File: config.mk
export PLATFORM = sky130hd
export DESIGN_NAME = integer_field_formatter_core
export DESIGN_NICKNAME = d
export VERILOG_FILES = /design/src/hdl/ifmt_pkg.sv /design/src/hdl/integer_field_formatter_core.sv
export SDC_FILE = /design/constraint.sdc
export NUM_CORES = 1
export LEC_CHECK = 0
export CORE_MARGIN = 3
export CORE_UTILIZATION = 49
export DETAILED_ROUTE_END_ITERATION = 8
export DONT_BUFFER_PORTS = 1
export PLACE_DENSITY = 0.65
export SYNTH_ARGS = -nofsm -noshare
export SYNTH_HDL_FRONTEND = slang
export SYNTH_SLANG_ARGS = --single-unit
File: constraint.sdc
create_clock -name clk -period 4.92 [get_ports clk]
set_clock_uncertainty 0.15 [all_clocks]
set_input_delay 0 -clock clk [delete_from_list [all_inputs] [get_ports clk]]
set_output_delay 0 -clock clk [all_outputs]
set_load 0.02 [all_outputs]
File: src/hdl/ifmt_pkg.sv
`timescale 1ns / 1ps

package ifmt_pkg;

  // Fixed widths of the request fields and of the internal length arithmetic.
  localparam int MAG_W      = 64;
  localparam int BCD_DIGITS = 20;
  localparam int BCD_W      = 4 * BCD_DIGITS;
  localparam int LEN_W      = 7;

  // Radix codes.
  localparam logic [1:0] RADIX_BIN = 2'd0;
  localparam logic [1:0] RADIX_OCT = 2'd1;
  localparam logic [1:0] RADIX_DEC = 2'd2;
  localparam logic [1:0] RADIX_HEX = 2'd3;

  // Sign codes.
  localparam logic [1:0] SIGN_NONE  = 2'd0;
  localparam logic [1:0] SIGN_MINUS = 2'd1;
  localparam logic [1:0] SIGN_PLUS  = 2'd2;
  localparam logic [1:0] SIGN_SPACE = 2'd3;

  // Prefix codes.
  localparam logic [1:0] PREFIX_NONE = 2'd0;
  localparam logic [1:0] PREFIX_ZERO = 2'd1;
  localparam logic [1:0] PREFIX_LX   = 2'd2;
  localparam logic [1:0] PREFIX_UX   = 2'd3;

  // Bit positions in the format flags.
  localparam int FLAG_LEFT_BIT = 0;
  localparam int FLAG_ZERO_BIT = 1;

  // ASCII characters used in a field.
  localparam logic [7:0] CH_SPACE = 8'h20;
  localparam logic [7:0] CH_PLUS  = 8'h2B;
  localparam logic [7:0] CH_MINUS = 8'h2D;
  localparam logic [7:0] CH_ZERO  = 8'h30;
  localparam logic [7:0] CH_UP_A  = 8'h41;
  localparam logic [7:0] CH_UP_X  = 8'h58;
  localparam logic [7:0] CH_LO_A  = 8'h61;
  localparam logic [7:0] CH_LO_X  = 8'h78;

  typedef enum logic [2:0] {
    ST_IDLE,
    ST_DABBLE,
    ST_EXTRACT,
    ST_CALC,
    ST_PLAN,
    ST_BOUND,
    ST_PRIME,
    ST_EMIT
  } state_t;

  // Add-3 correction of every BCD digit ahead of a one-bit left shift.
  function automatic logic [BCD_W-1:0] bcd_adjust(input logic [BCD_W-1:0] v);
    logic [BCD_W-1:0] r;
    logic [3:0]       d;
    r = v;
    for (int i = 0; i < BCD_DIGITS; i++) begin
      d = v[4*i +: 4];
      r[4*i +: 4] = (d >= 4'd5) ? d + 4'd3 : d;
    end
    return r;
  endfunction

  // ASCII character of one digit value.
  function automatic logic [7:0] digit_char(input logic [3:0] d, input logic upper);
    logic [7:0] c;
    if (d < 4'd10) begin
      c = CH_ZERO + {4'b0, d};
    end else begin
      c = (upper ? CH_UP_A : CH_LO_A) + {4'b0, d} - 8'd10;
    end
    return c;
  endfunction

endpackage

File: src/hdl/integer_field_formatter_core.sv
`timescale 1ns / 1ps

// Channel   Direction  Handshake              Payload
// request   in         start high, busy low   in_magnitude .. in_precision
// result    out        out_valid, one cycle   out_char, out_last_char, out_truncated
//
// One request is worked on at a time; busy is high from the cycle after acceptance until
// the last character has been sent. A decimal request first goes through bit-serial binary
// to BCD conversion; then digits are extracted from the low end (up to MAX_DIGITS), the field
// is planned in the states CALC, PLAN, BOUND and PRIME, and the characters are sent (up to
// MAX_FIELD). A zero at precision zero skips conversion and extraction. Synchronous active-low
// reset returns the block to idle. The receiver cannot stall, so characters leave at one per cycle.
module integer_field_formatter_core #(
  parameter int MAX_DIGITS = 64,
  parameter int MAX_FIELD  = 64
) (
  input  logic                       clk,
  input  logic                       rst_n,
  input  logic                       start,
  output logic                       busy,
  input  logic [ifmt_pkg::MAG_W-1:0] in_magnitude,
  input  logic [1:0]                 in_radix_code,
  input  logic                       in_upper_digits,
  input  logic [1:0]                 in_sign_kind,
  input  logic [1:0]                 in_prefix_kind,
  input  logic [1:0]                 in_format_flags,
  input  logic [6:0]                 in_field_width,
  input  logic signed [6:0]          in_precision,
  output logic                       out_valid,
  output logic [7:0]                 out_char,
  output logic                       out_last_char,
  output logic                       out_truncated
);

  import ifmt_pkg::*;

  localparam int NDW   = $clog2(MAX_DIGITS + 1);
  localparam int DAW   = $clog2(MAX_DIGITS);
  localparam int NOW   = $clog2(MAX_FIELD + 1);
  localparam int FAW   = $clog2(MAX_FIELD);
  localparam int CNT_W = $clog2(MAG_W);

  localparam logic [NDW-1:0]   ND_LAST   = NDW'(MAX_DIGITS - 1);
  localparam logic [CNT_W-1:0] CNT_LAST  = CNT_W'(MAG_W - 1);
  localparam logic [LEN_W-1:0] FIELD_MAX = LEN_W'(MAX_FIELD);

  state_t state_r, state_nxt;

  // Latched request fields.
  logic [1:0]       radix_r;
  logic             upper_r;
  logic [1:0]       sign_r;
  logic [1:0]       prefix_r;
  logic             left_r;
  logic             zflag_r;
  logic [6:0]       width_r;
  logic [5:0]       prec_r;
  logic             has_prec_r;

  // Conversion datapath.
  logic [BCD_W-1:0] work_r;
  logic [MAG_W-1:0] bin_r;
  logic [CNT_W-1:0] cnt_r;
  logic [NDW-1:0]   nd_r;

  // Field plan.
  logic [LEN_W-1:0] dig_tot_r;
  logic [LEN_W-1:0] lsp_r;
  logic [LEN_W-1:0] zp_r;
  logic [NOW-1:0]   n_out_r;
  logic             trunc_r;
  logic [LEN_W-1:0] b1_r, b2_r, b3_r, b4_r, b5_r;
  logic [FAW-1:0]   pos_r;

  // Digit store and its registered read port.
  logic [3:0]       digit_mem [MAX_DIGITS];
  logic [3:0]       rd_q;
  logic [DAW-1:0]   rd_addr;

  logic             skip;
  logic [BCD_W-1:0] shift_w;
  logic [BCD_W-1:0] adj_w;
  logic [3:0]       ext_digit;
  logic             ext_done;
  logic             slen;
  logic [1:0]       plen;
  logic [LEN_W-1:0] nd_ext;
  logic [LEN_W-1:0] prec_ext;
  logic [LEN_W-1:0] body;
  logic [LEN_W-1:0] pad;
  logic [LEN_W-1:0] total;
  logic             zmode;
  logic [LEN_W-1:0] b3_comb;
  logic [LEN_W-1:0] pos_ext;
  logic [FAW-1:0]   pos_nxt;
  logic [LEN_W-1:0] addr_full;
  logic             last_pos;
  logic [7:0]       sign_char;

  // A zero printed at precision zero produces no digits at all.
  assign skip = (in_magnitude == '0) && !in_precision[6] && (in_precision[5:0] == 6'd0);

  // BCD digits corrected ahead of the next double-dabble shift.
  assign adj_w = bcd_adjust(work_r);

  // One digit per cycle from the low end of the work register.
  always_comb begin
    unique case (radix_r)
      RADIX_BIN: begin
        ext_digit = {3'b0, work_r[0]};
        shift_w   = work_r >> 1;
      end
      RADIX_OCT: begin
        ext_digit = {1'b0, work_r[2:0]};
        shift_w   = work_r >> 3;
      end
      RADIX_DEC, RADIX_HEX: begin
        ext_digit = work_r[3:0];
        shift_w   = work_r >> 4;
      end
    endcase
  end

  assign ext_done = (shift_w == '0) || (nd_r == ND_LAST);

  // Lengths of the sign and prefix.
  assign slen = (sign_r != SIGN_NONE);

  always_comb begin
    unique case (prefix_r)
      PREFIX_NONE:           plen = 2'd0;
      PREFIX_ZERO:           plen = 2'd1;
      PREFIX_LX, PREFIX_UX:  plen = 2'd2;
    endcase
  end

  // Padding plan: the body is sign, prefix and the digit run with precision zeros.
  assign nd_ext   = LEN_W'(nd_r);
  assign prec_ext = LEN_W'(prec_r);
  assign body     = dig_tot_r + LEN_W'(slen) + LEN_W'(plen);
  assign zmode    = zflag_r && !left_r && !has_prec_r;

  always_comb begin
    if ({1'b0, width_r} > {1'b0, body}) begin
      pad   = LEN_W'(width_r) - body;
      total = LEN_W'(width_r);
    end else begin
      pad   = '0;
      total = body;
    end
  end

  assign b3_comb = lsp_r + LEN_W'(slen) + LEN_W'(plen);

  // Next output position and the digit address for it, issued ahead through the registered read port.
  assign pos_ext = LEN_W'(pos_r);

  always_comb begin
    if (state_r == ST_EMIT && !last_pos) begin
      pos_nxt = pos_r + FAW'(1);
    end else begin
      pos_nxt = '0;
    end
  end

  assign addr_full = b5_r - LEN_W'(1) - LEN_W'(pos_nxt);
  assign rd_addr   = addr_full[DAW-1:0];
  assign last_pos  = (NOW'(pos_r) == n_out_r - NOW'(1));

  // Next-state logic.
  always_comb begin
    state_nxt = state_r;
    unique case (state_r)
      ST_IDLE: begin
        if (start) begin
          if (skip) begin
            state_nxt = ST_CALC;
          end else if (in_radix_code == RADIX_DEC) begin
            state_nxt = ST_DABBLE;
          end else begin
            state_nxt = ST_EXTRACT;
          end
        end
      end
      ST_DABBLE: begin
        if (cnt_r == CNT_LAST) begin
          state_nxt = ST_EXTRACT;
        end
      end
      ST_EXTRACT: begin
        if (ext_done) begin
          state_nxt = ST_CALC;
        end
      end
      ST_CALC:  state_nxt = ST_PLAN;
      ST_PLAN:  state_nxt = ST_BOUND;
      ST_BOUND: state_nxt = ST_PRIME;
      ST_PRIME: begin
        if (n_out_r == '0) begin
          state_nxt = ST_IDLE;
        end else begin
          state_nxt = ST_EMIT;
        end
      end
      ST_EMIT: begin
        if (last_pos) begin
          state_nxt = ST_IDLE;
        end
      end
      default: state_nxt = ST_IDLE;
    endcase
  end

  // Handshake outputs.
  always_comb begin
    busy          = (state_r != ST_IDLE);
    out_valid     = (state_r == ST_EMIT);
    out_last_char = out_valid && last_pos;
    out_truncated = out_valid && last_pos && trunc_r;
  end

  // Sign character.
  always_comb begin
    unique case (sign_r)
      SIGN_MINUS:             sign_char = CH_MINUS;
      SIGN_PLUS:              sign_char = CH_PLUS;
      SIGN_NONE, SIGN_SPACE:  sign_char = CH_SPACE;
    endcase
  end

  // Character at the current position, chosen by the segment it falls in.
  always_comb begin
    priority if (pos_ext < b1_r) begin
      out_char = CH_SPACE;
    end else if (pos_ext < b2_r) begin
      out_char = sign_char;
    end else if (pos_ext < b3_r) begin
      if (pos_ext == b2_r) begin
        out_char = CH_ZERO;
      end else begin
        out_char = (prefix_r == PREFIX_UX) ? CH_UP_X : CH_LO_X;
      end
    end else if (pos_ext < b4_r) begin
      out_char = CH_ZERO;
    end else if (pos_ext < b5_r) begin
      out_char = digit_char(rd_q, upper_r);
    end else begin
      out_char = CH_SPACE;
    end
  end

  // Control registers.
  always_ff @(posedge clk) begin
    if (!rst_n) begin
      state_r <= ST_IDLE;
      nd_r    <= '0;
      cnt_r   <= '0;
      pos_r   <= '0;
    end else begin
      state_r <= state_nxt;
      pos_r   <= pos_nxt;
      if (state_r == ST_IDLE && start) begin
        nd_r  <= '0;
        cnt_r <= '0;
      end else if (state_r == ST_DABBLE) begin
        cnt_r <= cnt_r + CNT_W'(1);
      end else if (state_r == ST_EXTRACT) begin
        nd_r  <= nd_r + NDW'(1);
      end
    end
  end

  // Datapath registers.
  always_ff @(posedge clk) begin
    unique case (state_r)
      ST_IDLE: begin
        if (start) begin
          radix_r    <= in_radix_code;
          upper_r    <= in_upper_digits;
          sign_r     <= in_sign_kind;
          prefix_r   <= in_prefix_kind;
          left_r     <= in_format_flags[FLAG_LEFT_BIT];
          zflag_r    <= in_format_flags[FLAG_ZERO_BIT];
          width_r    <= in_field_width;
          prec_r     <= in_precision[5:0];
          has_prec_r <= !in_precision[6];
          bin_r      <= in_magnitude;
          if (in_radix_code == RADIX_DEC) begin
            work_r <= '0;
          end else begin
            work_r <= BCD_W'(in_magnitude);
          end
        end
      end
      ST_DABBLE: begin
        work_r <= {adj_w[BCD_W-2:0], bin_r[MAG_W-1]};
        bin_r  <= bin_r << 1;
      end
      ST_EXTRACT: begin
        work_r <= shift_w;
      end
      ST_CALC: begin
        dig_tot_r <= (has_prec_r && prec_ext > nd_ext) ? prec_ext : nd_ext;
      end
      ST_PLAN: begin
        lsp_r   <= (!left_r && !zmode) ? pad : '0;
        zp_r    <= zmode ? pad : '0;
        trunc_r <= total > FIELD_MAX;
        n_out_r <= (total > FIELD_MAX) ? NOW'(MAX_FIELD) : NOW'(total);
      end
      ST_BOUND: begin
        b1_r <= lsp_r;
        b2_r <= lsp_r + LEN_W'(slen);
        b3_r <= b3_comb;
        b4_r <= b3_comb + zp_r + dig_tot_r - nd_ext;
        b5_r <= b3_comb + zp_r + dig_tot_r;
      end
      default: begin
      end
    endcase
  end

  // Digit store: written during extraction, read one position ahead of output.
  always_ff @(posedge clk) begin
    if (state_r == ST_EXTRACT) begin
      digit_mem[nd_r[DAW-1:0]] <= ext_digit;
    end
    rd_q <= digit_mem[rd_addr];
  end

endmodule
After elaboration in Yosys (flattened, before gate mapping)
Memories as Yosys holds them, arrays and structs flattened. A register that Yosys moved wholly into a read port is not among the register bits.
Cells that the tools add are included.
{"block": "totals", "reg_bits": 253, "mem_bits_rw": 256, "output_inout_bits": 12, "word_cells": 209, "n_memories": 1}
{"block": "classes", "addsub": 37, "n_lt_le_gt_ge": 29, "n_eq_ne": 25, "mux": 52, "bitwise_logic": 2, "n_reduce_logical": 37}
{"name": "digit_mem", "depth": 64, "word_bits": 4, "read_ports": 1, "rd_clocked_by_memory_dff": 1, "write_ports": 1, "line": "integer_field_formatter_core.sv:76", "text": "logic [3:0] digit_mem [MAX_DIGITS];"}
{"op": "$pmux 80 s3", "n": 2}
{"op": "$mux 64", "n": 2}
{"op": "$pmux 64 s2", "n": 1}
{"op": "$ge 4x3->1 const B", "n": 20}
{"op": "$logic_not 80->1", "n": 1}
{"op": "$mux 80", "n": 1}
{"op": "$add 4x2->4 const B", "n": 19}
{"op": "$mux 4", "n": 19}
{"op": "$logic_not 64->1", "n": 1}
{"op": "$mux 8", "n": 6}
{"op": "$lt 6x7->1", "n": 5}
{"op": "$mux 6", "n": 4}
{"op": "$pmux 3 s8", "n": 1}
{"op": "$pmux 8 s3", "n": 1}
{"op": "$mux 7", "n": 3}
{"op": "$mux 3", "n": 6}
{"op": "$add 7x1->7", "n": 2}
{"op": "$add 7x2->7", "n": 2}
{"op": "$add 7x7->7", "n": 2}
{"op": "$eq 2x2->1 const B", "n": 7}
{"op": "$eq 6x7->1", "n": 2}
{"op": "$sub 7x7->7", "n": 2}
{"op": "$add 6x1->6 const B", "n": 2}
{"op": "$eq 3x3->1 const B", "n": 4}
{"op": "36 further kinds", "n": 67}

Longest topological paths before layout
Gate-level depths: netlist of run 1.
{"block": "logic_depth", "ltp_word": 9, "ltp_mapped": 20, "depth_no_buf": 20}

Worst setup path after synthesis of run 1
Ideal clock, no wire load.
{"block": "synth_path", "kind": "register to register", "from": "register sign_r[0]", "to": "register b4_r[6] (data pin)", "setup_ns": 0.262, "t_arrival_ns": 4.066, "required_ns": 4.508, "setup_slack_ns": 0.442, "stages_incl_launch_ff": 21, "path_buffers": 0, "period_less_slack_ns": 4.478, "path_cell_list": "edfxtp_1 -> inv_1 -> ha_1 -> inv_1 -> ha_1 -> ha_1 -> fa_1 -> inv_1 -> fa_1 -> inv_1 -> ha_1 -> inv_1 -> fa_1 -> inv_1 -> ha_1 -> a21o_1 -> a21oi_1 -> o21bai_1 -> a21oi_1 -> xnor2_1 -> xnor2_1"}
{"block": "synth_via", "elab_chain_cells": 6}
{"item": "start, declared", "line": "integer_field_formatter_core.sv:52", "text": "logic [1:0] sign_r;"}
{"item": "start signal, assigned", "line": "integer_field_formatter_core.sv:280", "text": "sign_r <= in_sign_kind;"}
{"item": "$reduce_bool 2->1", "line": "integer_field_formatter_core.sv:127", "text": "assign slen = (sign_r != SIGN_NONE);"}
{"item": "$add 7x1->7", "line": "integer_field_formatter_core.sv:153", "text": "assign b3_comb = lsp_r + LEN_W'(slen) + LEN_W'(plen);"}
{"item": "$add 7x2->7", "line": "integer_field_formatter_core.sv:153"}
{"item": "named net b3_comb[1]", "line": "integer_field_formatter_core.sv:93", "text": "logic [LEN_W-1:0] b3_comb;"}
{"item": "$add 7x7->7 (2 in a row)", "line": "integer_field_formatter_core.sv:315", "text": "b4_r <= b3_comb + zp_r + dig_tot_r - nd_ext;"}
{"item": "$sub 7x7->7", "line": "integer_field_formatter_core.sv:315"}
{"item": "end signal, assigned", "line": "integer_field_formatter_core.sv:315"}
{"item": "end, declared", "line": "integer_field_formatter_core.sv:72", "text": "logic [LEN_W-1:0] b1_r, b2_r, b3_r, b4_r, b5_r;"}
The timed path passes the listed nets, and every way through them passes these cells.
A chain may end at the register's enable or synchronous reset.

Worst setup path in the final report of run 1
Ends and elaborated chain as after synthesis.

==> results of run 1 <==
cell families (layout without fill, tap and decap cells):
group	Yosys count	after routing	synth area share
AOI/OAI and AO/OA	395	395	0.0884
buffers and inverters	220	385	0.0346
muxes	194	194	0.111
xor gates and xnor gates	79	79	0.0266
DFF	513	513	0.564
other	1	2	0.000140
adders and majority gates	121	121	0.0601
and+or+nand+nor	668	668	0.115
layout by cell type, fill, tap and decap left out, drive strengths merged, types with 7 or more instances in the layout:
| master | n |
|---|---|
| bufinv | 7 |
| a21oi | 116 |
| nor2b | 17 |
| fa | 13 |
| nor2 | 159 |
| nor3b | 37 |
| mux2i | 90 |
| or3 | 8 |
| a22oi | 49 |
| o21ai | 143 |
| a21boi | 8 |
| nor4 | 30 |
| mux4 | 80 |
| nand4 | 19 |
| nand2b | 29 |
| clkinv | 14 |
| clkbuf | 72 |
| dlygate4sd3 | 115 |
| nor3 | 16 |
| dfxtp | 26 |
| ha | 108 |
| buf | 40 |
| o221ai | 13 |
| a21o | 15 |
| a211oi | 8 |
| nand2 | 295 |
| inv | 131 |
| nand3 | 27 |
| mux2 | 24 |
| edfxtp | 487 |
| xnor2 | 57 |
| o22ai | 9 |
| xor2 | 21 |
stage by stage:
stage,instance area (um^2),utilization,TNS [ns],setup WS (ns),std cells
global placement,27700,0.513,0,0.165,2837
CTS,30700,0.568,0,0.0385,3052
floorplan,26800,-,0,0.442,2191
global route,30700,0.569,-0.0129,-0.0129,3052
detailed placement,27700,0.513,0,0.0358,2837
finish,30700,0.569,0,0.224,3053
where the power goes:
part / total [uW] / switching (uW) / internal [uW]
clock network: 4230 / 1800 / 2430
registers: 6980 / 757 / 6230
logic: 5660 / 3530 / 2130
cell usage after synthesis, types with 5 or more instances:
library cell,count
a21o_1,15
mux4_2,80
a211oi_1,8
xnor2_1,56
buf_2,17
mux2_2,16
nand2_1,295
mux2i_1,90
a21boi_0,7
and2_1,6
dfxtp_1,26
nand2b_1,29
o22ai_1,9
or3_1,8
fa_1,13
o221ai_1,13
nor3b_1,37
nor2_1,159
and3_1,6
nand4_1,19
inv_1,130
o21ai_0,136
nor3_1,15
buf_1,5
ha_1,108
buf_6,5
xor2_1,21
nor4_1,30
nor2b_1,17
clkbuf_1,57
a21oi_1,116
nand3_1,27
o21ai_1,7
edfxtp_1,487
a22oi_1,49
mux2_1,8
critical path: cells and delay by family, from the launching register on:
kind | cells | cell delay (ns)
adder cells (fa/ha/maj) | 8 | 2.64
XOR/XNOR | 2 | 0.23
flip-flops | 1 | 0.41
AO/OA/AOI/OAI | 4 | 0.60
buffers and inverters | 6 | 0.41
layer usage:
metal,routed length (um),vias to the layer above,GRT usage
li1,-,8401,-
met1,29300,9087,0.331
met2,33400,705,0.402
met3,5430,147,0.0489
met4,2040,6,0.0765
met5,42,-,0
worst max-delay path by stage:
| stage | start | to | slack [ns] | cells past startpoint |
|---|---|---|---|---|
| after detailed placement | sign_r[0] | b4_r[6] | 0.04 | 20 |
| after CTS | sign_r[0] | b4_r[6] | 0.04 | 20 |
| after floorplan | sign_r[0] | b4_r[6] | 0.44 | 20 |
| after global placement | sign_r[0] | b4_r[6] | 0.16 | 20 |
| final | sign_r[0] | b4_r[6] | 0.22 | 20 |
| after global routing | sign_r[1] | b4_r[6] | -0.01 | 20 |
area by class of cell:
cell class              count  area (um^2)  share of cell area
diodes                      1         2.50           0.0000814
clock buffers              72         1430              0.0464
clock inverters            28          403              0.0131
inverters                 130          488              0.0159
multi-input cells        1458        10900               0.354
flip-flops and latches    513        15100               0.493
well taps                 696          871              0.0283
repair buffers            155         1530              0.0496
repair_timing:
item,in CTS,in global routing
cloned,0,0
endpoints found under the hold margin,204,0
gates resized for setup,1,7
hold buffers,115,0
endpoints found under the setup margin,1,5
buffers inserted,0,0
==> summary.md, run 1 <==
| Metric | Value |
|---|---|
| Status | `finished clean` |
| Total power | `16900 uW` |
| Worst path cell trace | `inv_2 -> ha_4 -> inv_1 -> ha_1 -> ha_4 -> fa_1 -> inv_1 -> fa_1 -> inv_1 -> ha_1 -> inv_1 -> fa_1 -> inv_1 -> ha_1 -> a21o_1 -> a21oi_2 -> o21bai_1 -> a21oi_1 -> xnor2_1 -> xnor2_1` |
| Yosys cell types | `71` |
| Worst EP arrival | `4.92 ns` |
| TritonCTS clock tree | `done` |
| Vias | `18300` |
| Placer Congestion | `0.916` |
| Post-DP HPWL | `46700 um` |
| Clock sink count | `513` |
| Wirelength, routed | `70200 um` |
| Yosys warnings | `0` |
| FF+latch count, synth | `513` |
| Area delta synth->final | `14.6%` |
| GRT overflow | `0` |
| R2R Setup Slk | `0.22 ns` |
| Hold Path Sink | `bin_r[57]` |
| Max Slew Vio Count | `0` |
| First-pass GRT wire length | `108000 um` |
| Final Hold Fails | `0` |
| Tmin final | `4.70 ns` |
| Hold depth | `3` |
| Fill cells | `4460` |
| Reg2Reg Depth | `20` |
| Initial Util | `0.497` |
| Drt pass-1 iters | `7` |
| Slowest cell delay on critical path | `0.56 ns` |
| PD cells | `549 nW/um^2` |
| Period utilization | `0.954` |
| Post-Syn Nets | `2402` |
| Initial DRC count | `1720` |
| Share of the yosys chip area belonging to registers | `0.564` |
| Fmax | `213 MHz` |
| Syn_area_per_cell | `12.2 um^2` |
| Post-synth EDFFs | `487` |
| Num CTS Buffers | `53` |
| Post-synth top area share | `0.545` |
| Routed WL per cell | `23.0 um` |
| Area leader, netlist | `edfxtp_1` |
| Max Cap Viol | `0` |
| Worst Path Required | `5.14 ns` |
| Most frequent CP cell | `inv_1` |
| Drc violations | `0` |
| # rows | `85` |
| Worst setup EP type | `register` |
| Mapped Cells | `2191` |
| Nets | `2522` |
| Largest net degree at the start of global routing | `141` |
| Kind of critical path | `reg -> reg` |
| Reg2reg end | `b4_r[6]` |
| Crit path launch type | `register` |
| RR Startpoint | `sign_r[0]` |
| Max reg flops | `256` |
| DR vias/cell | `6.01` |
| CP Max Fanout | `3` |
| Primary FF master, synth | `edfxtp_1` |
| Final setup violation count | `0` |
| Die ar. | `57600 um^2` |
| Worst slew margin | `0.188` |
| Core ar. | `54000 um^2` |
| Slew of the pin with the lowest slew margin | `1.21 ns` |
| H-tree depth | `2` |
| Chip width | `240 um` |
| Hold Crit Start | `in_magnitude[57]` |
| Root Driver | `clkbuf_16` |
| Worst-path clk slew | `0.06 ns` |
| Initial antenna violation count | `4` |
| Post-synth ARST share | `0` |
| Max Root-Sink Buffers | `3` |
| DIE HEIGHT | `240 um` |
| CP max stage cell | `fa_1` |
| Final ANT Viol Nets | `0` |
| Clk_lat worst skew | `0.63 ns` |
| # IOs | `102` |
| Mapped Area | `26800 um^2` |
| P_leak | `0.0112 uW` |
| HP Class | `in -> reg` |
| Final hold slack | `0.0301 ns` |
| Worst vdd ir | `0.351 mV` |
| Ranking of synthesized cells by area | `edfxtp_1, mux4_2, ha_1` |
| Layout cells sized above 1 | `0.104` |
| Vias in the first global route | `18200` |
| GRT Total Usage | `0.245` |
| Port bufs | `0` |
Power figures use the tool's default switching activity.
==> inputs of run 2 (changes only) <==
--- a/config.mk
+++ b/config.mk
@@ -6,10 +6,11 @@
 export NUM_CORES = 1
 export LEC_CHECK = 0
 export CORE_MARGIN = 3
-export CORE_UTILIZATION = 49
+export CORE_UTILIZATION = 35
 export DETAILED_ROUTE_END_ITERATION = 8
 export DONT_BUFFER_PORTS = 1
-export PLACE_DENSITY = 0.65
+export PLACE_DENSITY = 0.5
+export SKIP_LAST_GASP = 1
 export SYNTH_ARGS = -nofsm -noshare
 export SYNTH_HDL_FRONTEND = slang
 export SYNTH_SLANG_ARGS = --single-unit
==> run 2 against run 1 <==
  * Power is 0.99% higher
  * Sequential share of layout area is 0.69 points lower
  * Clock-buffer cell count increased by 1
  * Maximum frequency fell by 0.89%
  * Cell count rose by 11%
  * Highest routed layer is now met4
==> summary.md, run 2 (same netlist as run 1, synthesis figures left out) <==
| Metric | Value |
|---|---|
| Commonest non-fill, non-tap cell in the layout | `edfxtp_1` |
| Chip width | `283 um (+18%)` |
| CP Launch Point | `sign_r[0]` |
| Drt pass-1 iters | `6 (-1)` |
| R2R Setup Slk | `0.18 ns (-0.04 ns)` |
| Psw | `6140 uW (+0.98%)` |
| Most frequent cells in the layout | `edfxtp_1, nand2_1, nor2_1, o21ai_0, inv_1` |
| Nets | `2517 (-0.20%)` |
| H-tree depth | `2 (unchanged)` |
| Routed WL per cell | `22.0 um (-4.1%)` |
| Max Root-Sink Buffers | `3 (unchanged)` |
| Worst EP arrival | `4.97 ns (+0.05 ns)` |
| Port bufs | `0 (unchanged)` |
| Area delta synth->final | `16.2%` |
| Initial Util | `0.357 (-0.140)` |
| Hold Crit Start | `in_magnitude[56]` |
| Kind of critical path | `reg -> reg` |
| Clock sink count | `513 (unchanged)` |
| RR Startpoint | `sign_r[0]` |
| Slew of the pin with the lowest slew margin | `1.12 ns (-0.0845 ns)` |
| Drc violations | `0 (unchanged)` |
| Vias | `18000 (-2.1%)` |
| Final Hold Fails | `0 (unchanged)` |
| Worst setup EP type | `register` |
| GRT overflow | `0 (unchanged)` |
| Post-DP HPWL | `50600 um (+8.3%)` |
| P_leak | `0.0112 uW (+0.31%)` |
| TritonCTS clock tree | `done` |
| CP Max Fanout | `3 (unchanged)` |
| Crit path launch type | `register` |
| Max Cap Viol | `0 (unchanged)` |
| Clk network pwr share | `0.259 (+0.008)` |
| Wirelength, routed | `74500 um (+6.2%)` |
| Vias in the first global route | `18000 (-1.4%)` |
| Die ar. | `80000 um^2 (+39%)` |
| GRT Total Usage | `0.187 (-0.0583)` |
| Placer Congestion | `0.841 (-8.1%)` |
| Worst slew margin | `0.249 (+0.0613)` |
| Layout cells sized above 1 | `0.101 (-0.00293)` |
| Total power | `17000 uW (+0.99%)` |
| Worst vdd ir | `0.331 mV (-5.8%)` |
| Root Driver | `clkbuf_16` |
| RSZ-0062 raised after global routing | `true` |
| Largest net degree at the start of global routing | `87 (-38%)` |
| DR vias/cell | `5.31 (-12%)` |
| Initial DRC count | `1483 (-14%)` |
| # IOs | `102 (unchanged)` |
| Int Pwr | `10900 uW (+0.99%)` |
| Final setup violation count | `0 (unchanged)` |
| Worst Path Required | `5.15 ns (about the same)` |
| Final ANT Viol Nets | `0 (unchanged)` |
| Period utilization | `0.963 (+0.00861)` |
| HP Class | `in -> reg` |
| Combinational share of power | `0.331 (-0.004)` |
| Max reg flops | `256 (unchanged)` |
| Initial antenna violation count | `3 (-1)` |
| Area after DPL | `28100 um^2 (+1.3%)` |
| Worst Slack Setup Final | `0.182 ns (-0.0424 ns)` |
| Status | `finished clean` |
| Core ar. | `75200 um^2 (+39%)` |
| Clk_lat worst skew | `0.64 ns (about the same)` |
| Dpl ws | `0.0197 ns (-0.0161 ns)` |
| First-pass GRT wire length | `113000 um (+4.7%)` |
| PD cells | `546 nW/um^2 (-0.43%)` |
| DIE HEIGHT | `283 um (+18%)` |
| Final Cell Area | `31200 um^2 (+1.4%)` |
| Tmin final | `4.74 ns (+0.0424 ns)` |
| Worst-path clk slew | `0.06 ns (about the same)` |
| Fmax | `211 MHz (-0.89%)` |
| Final Util | `0.415 (-0.154)` |
| Net Sw Frac | `0.361 (about the same)` |
| Sequential fraction of design power | `0.411 (-0.003)` |
| Max Slew Vio Count | `0 (unchanged)` |
| Num CTS Buffers | `57 (+7.5%)` |
| # rows | `100 (+18%)` |
## run 2: metrics by stage
step	hold WS, ns	setup TNS, ns	cells
floorplan	-0.0511	0	2191
global placement	-0.0511	0	3153
detailed placement	-0.0511	0	3153
CTS	0.00425	0	3372
global route	0.0214	-0.108	3375
finish	0.0235	0	3381
## run 2: critical path: stages, from the launching register on
cell and delay (ns):
edfxtp_1 0.39, inv_1 0.10, ha_2 0.23, inv_1 0.06, ha_1 0.20, ha_1 0.34, fa_1 0.58, inv_1 0.06
fa_1 0.43, inv_1 0.07, ha_1 0.17, inv_1 0.06, fa_1 0.47, inv_1 0.06, ha_1 0.31, a21o_1 0.18
a21oi_2 0.17, o21bai_1 0.10, a21oi_2 0.14, xnor2_1 0.14, xnor2_1 0.08
## run 2: power by group through the flow
stage | combinational (uW) | clock, uW | sequential, uW
4_1_cts | 5650 | 4520 | 6990
3_5_place_dp | 5520 | 0 | 7070
5_1_grt | 6330 | 4690 | 7120
6_report | 5630 | 4410 | 7000
2_1_floorplan | 4040 | 0 | 6850
3_3_place_gp | 5430 | 0 | 7050
## run 2: path summary, 6_finish.rpt
| path | endpoint | cells after the start |
|---|---|---|
| max reg2reg | b4_r[6] | 20 |
| min | bin_r[56] | 3 |
| min reg2reg | cnt_r[1] | 2 |
| max | b4_r[6] | 20 |
## run 2: cell type report
| class | instances | area, um^2 |
|---|---|---|
| Antenna cell | 6 | 15.0 |
| Fill cell | 6990 | 44000 |
| Multi-Input combinational cell | 1458 | 10900 |
| Clock buffer | 73 | 1490 |
| Inverter | 130 | 488 |
| Clock inverter | 35 | 443 |
| Tap cell | 1020 | 1280 |
| Sequential cell | 513 | 15100 |
| Timing Repair Buffer | 146 | 1470 |
## run 2: repair_timing
item	CTS	global route
hold endpoints to repair	173	0
setup buffers	0	3
hold buffers	111	0
gates resized for setup	0	5
setup endpoints to repair	0	5
## run 2: routing by layer
metal	global-route usage	share of wire
met5	0	0
met2	0.304	0.47
met3	0.0333	0.066
met1	0.260	0.45
met4	0.0469	0.022
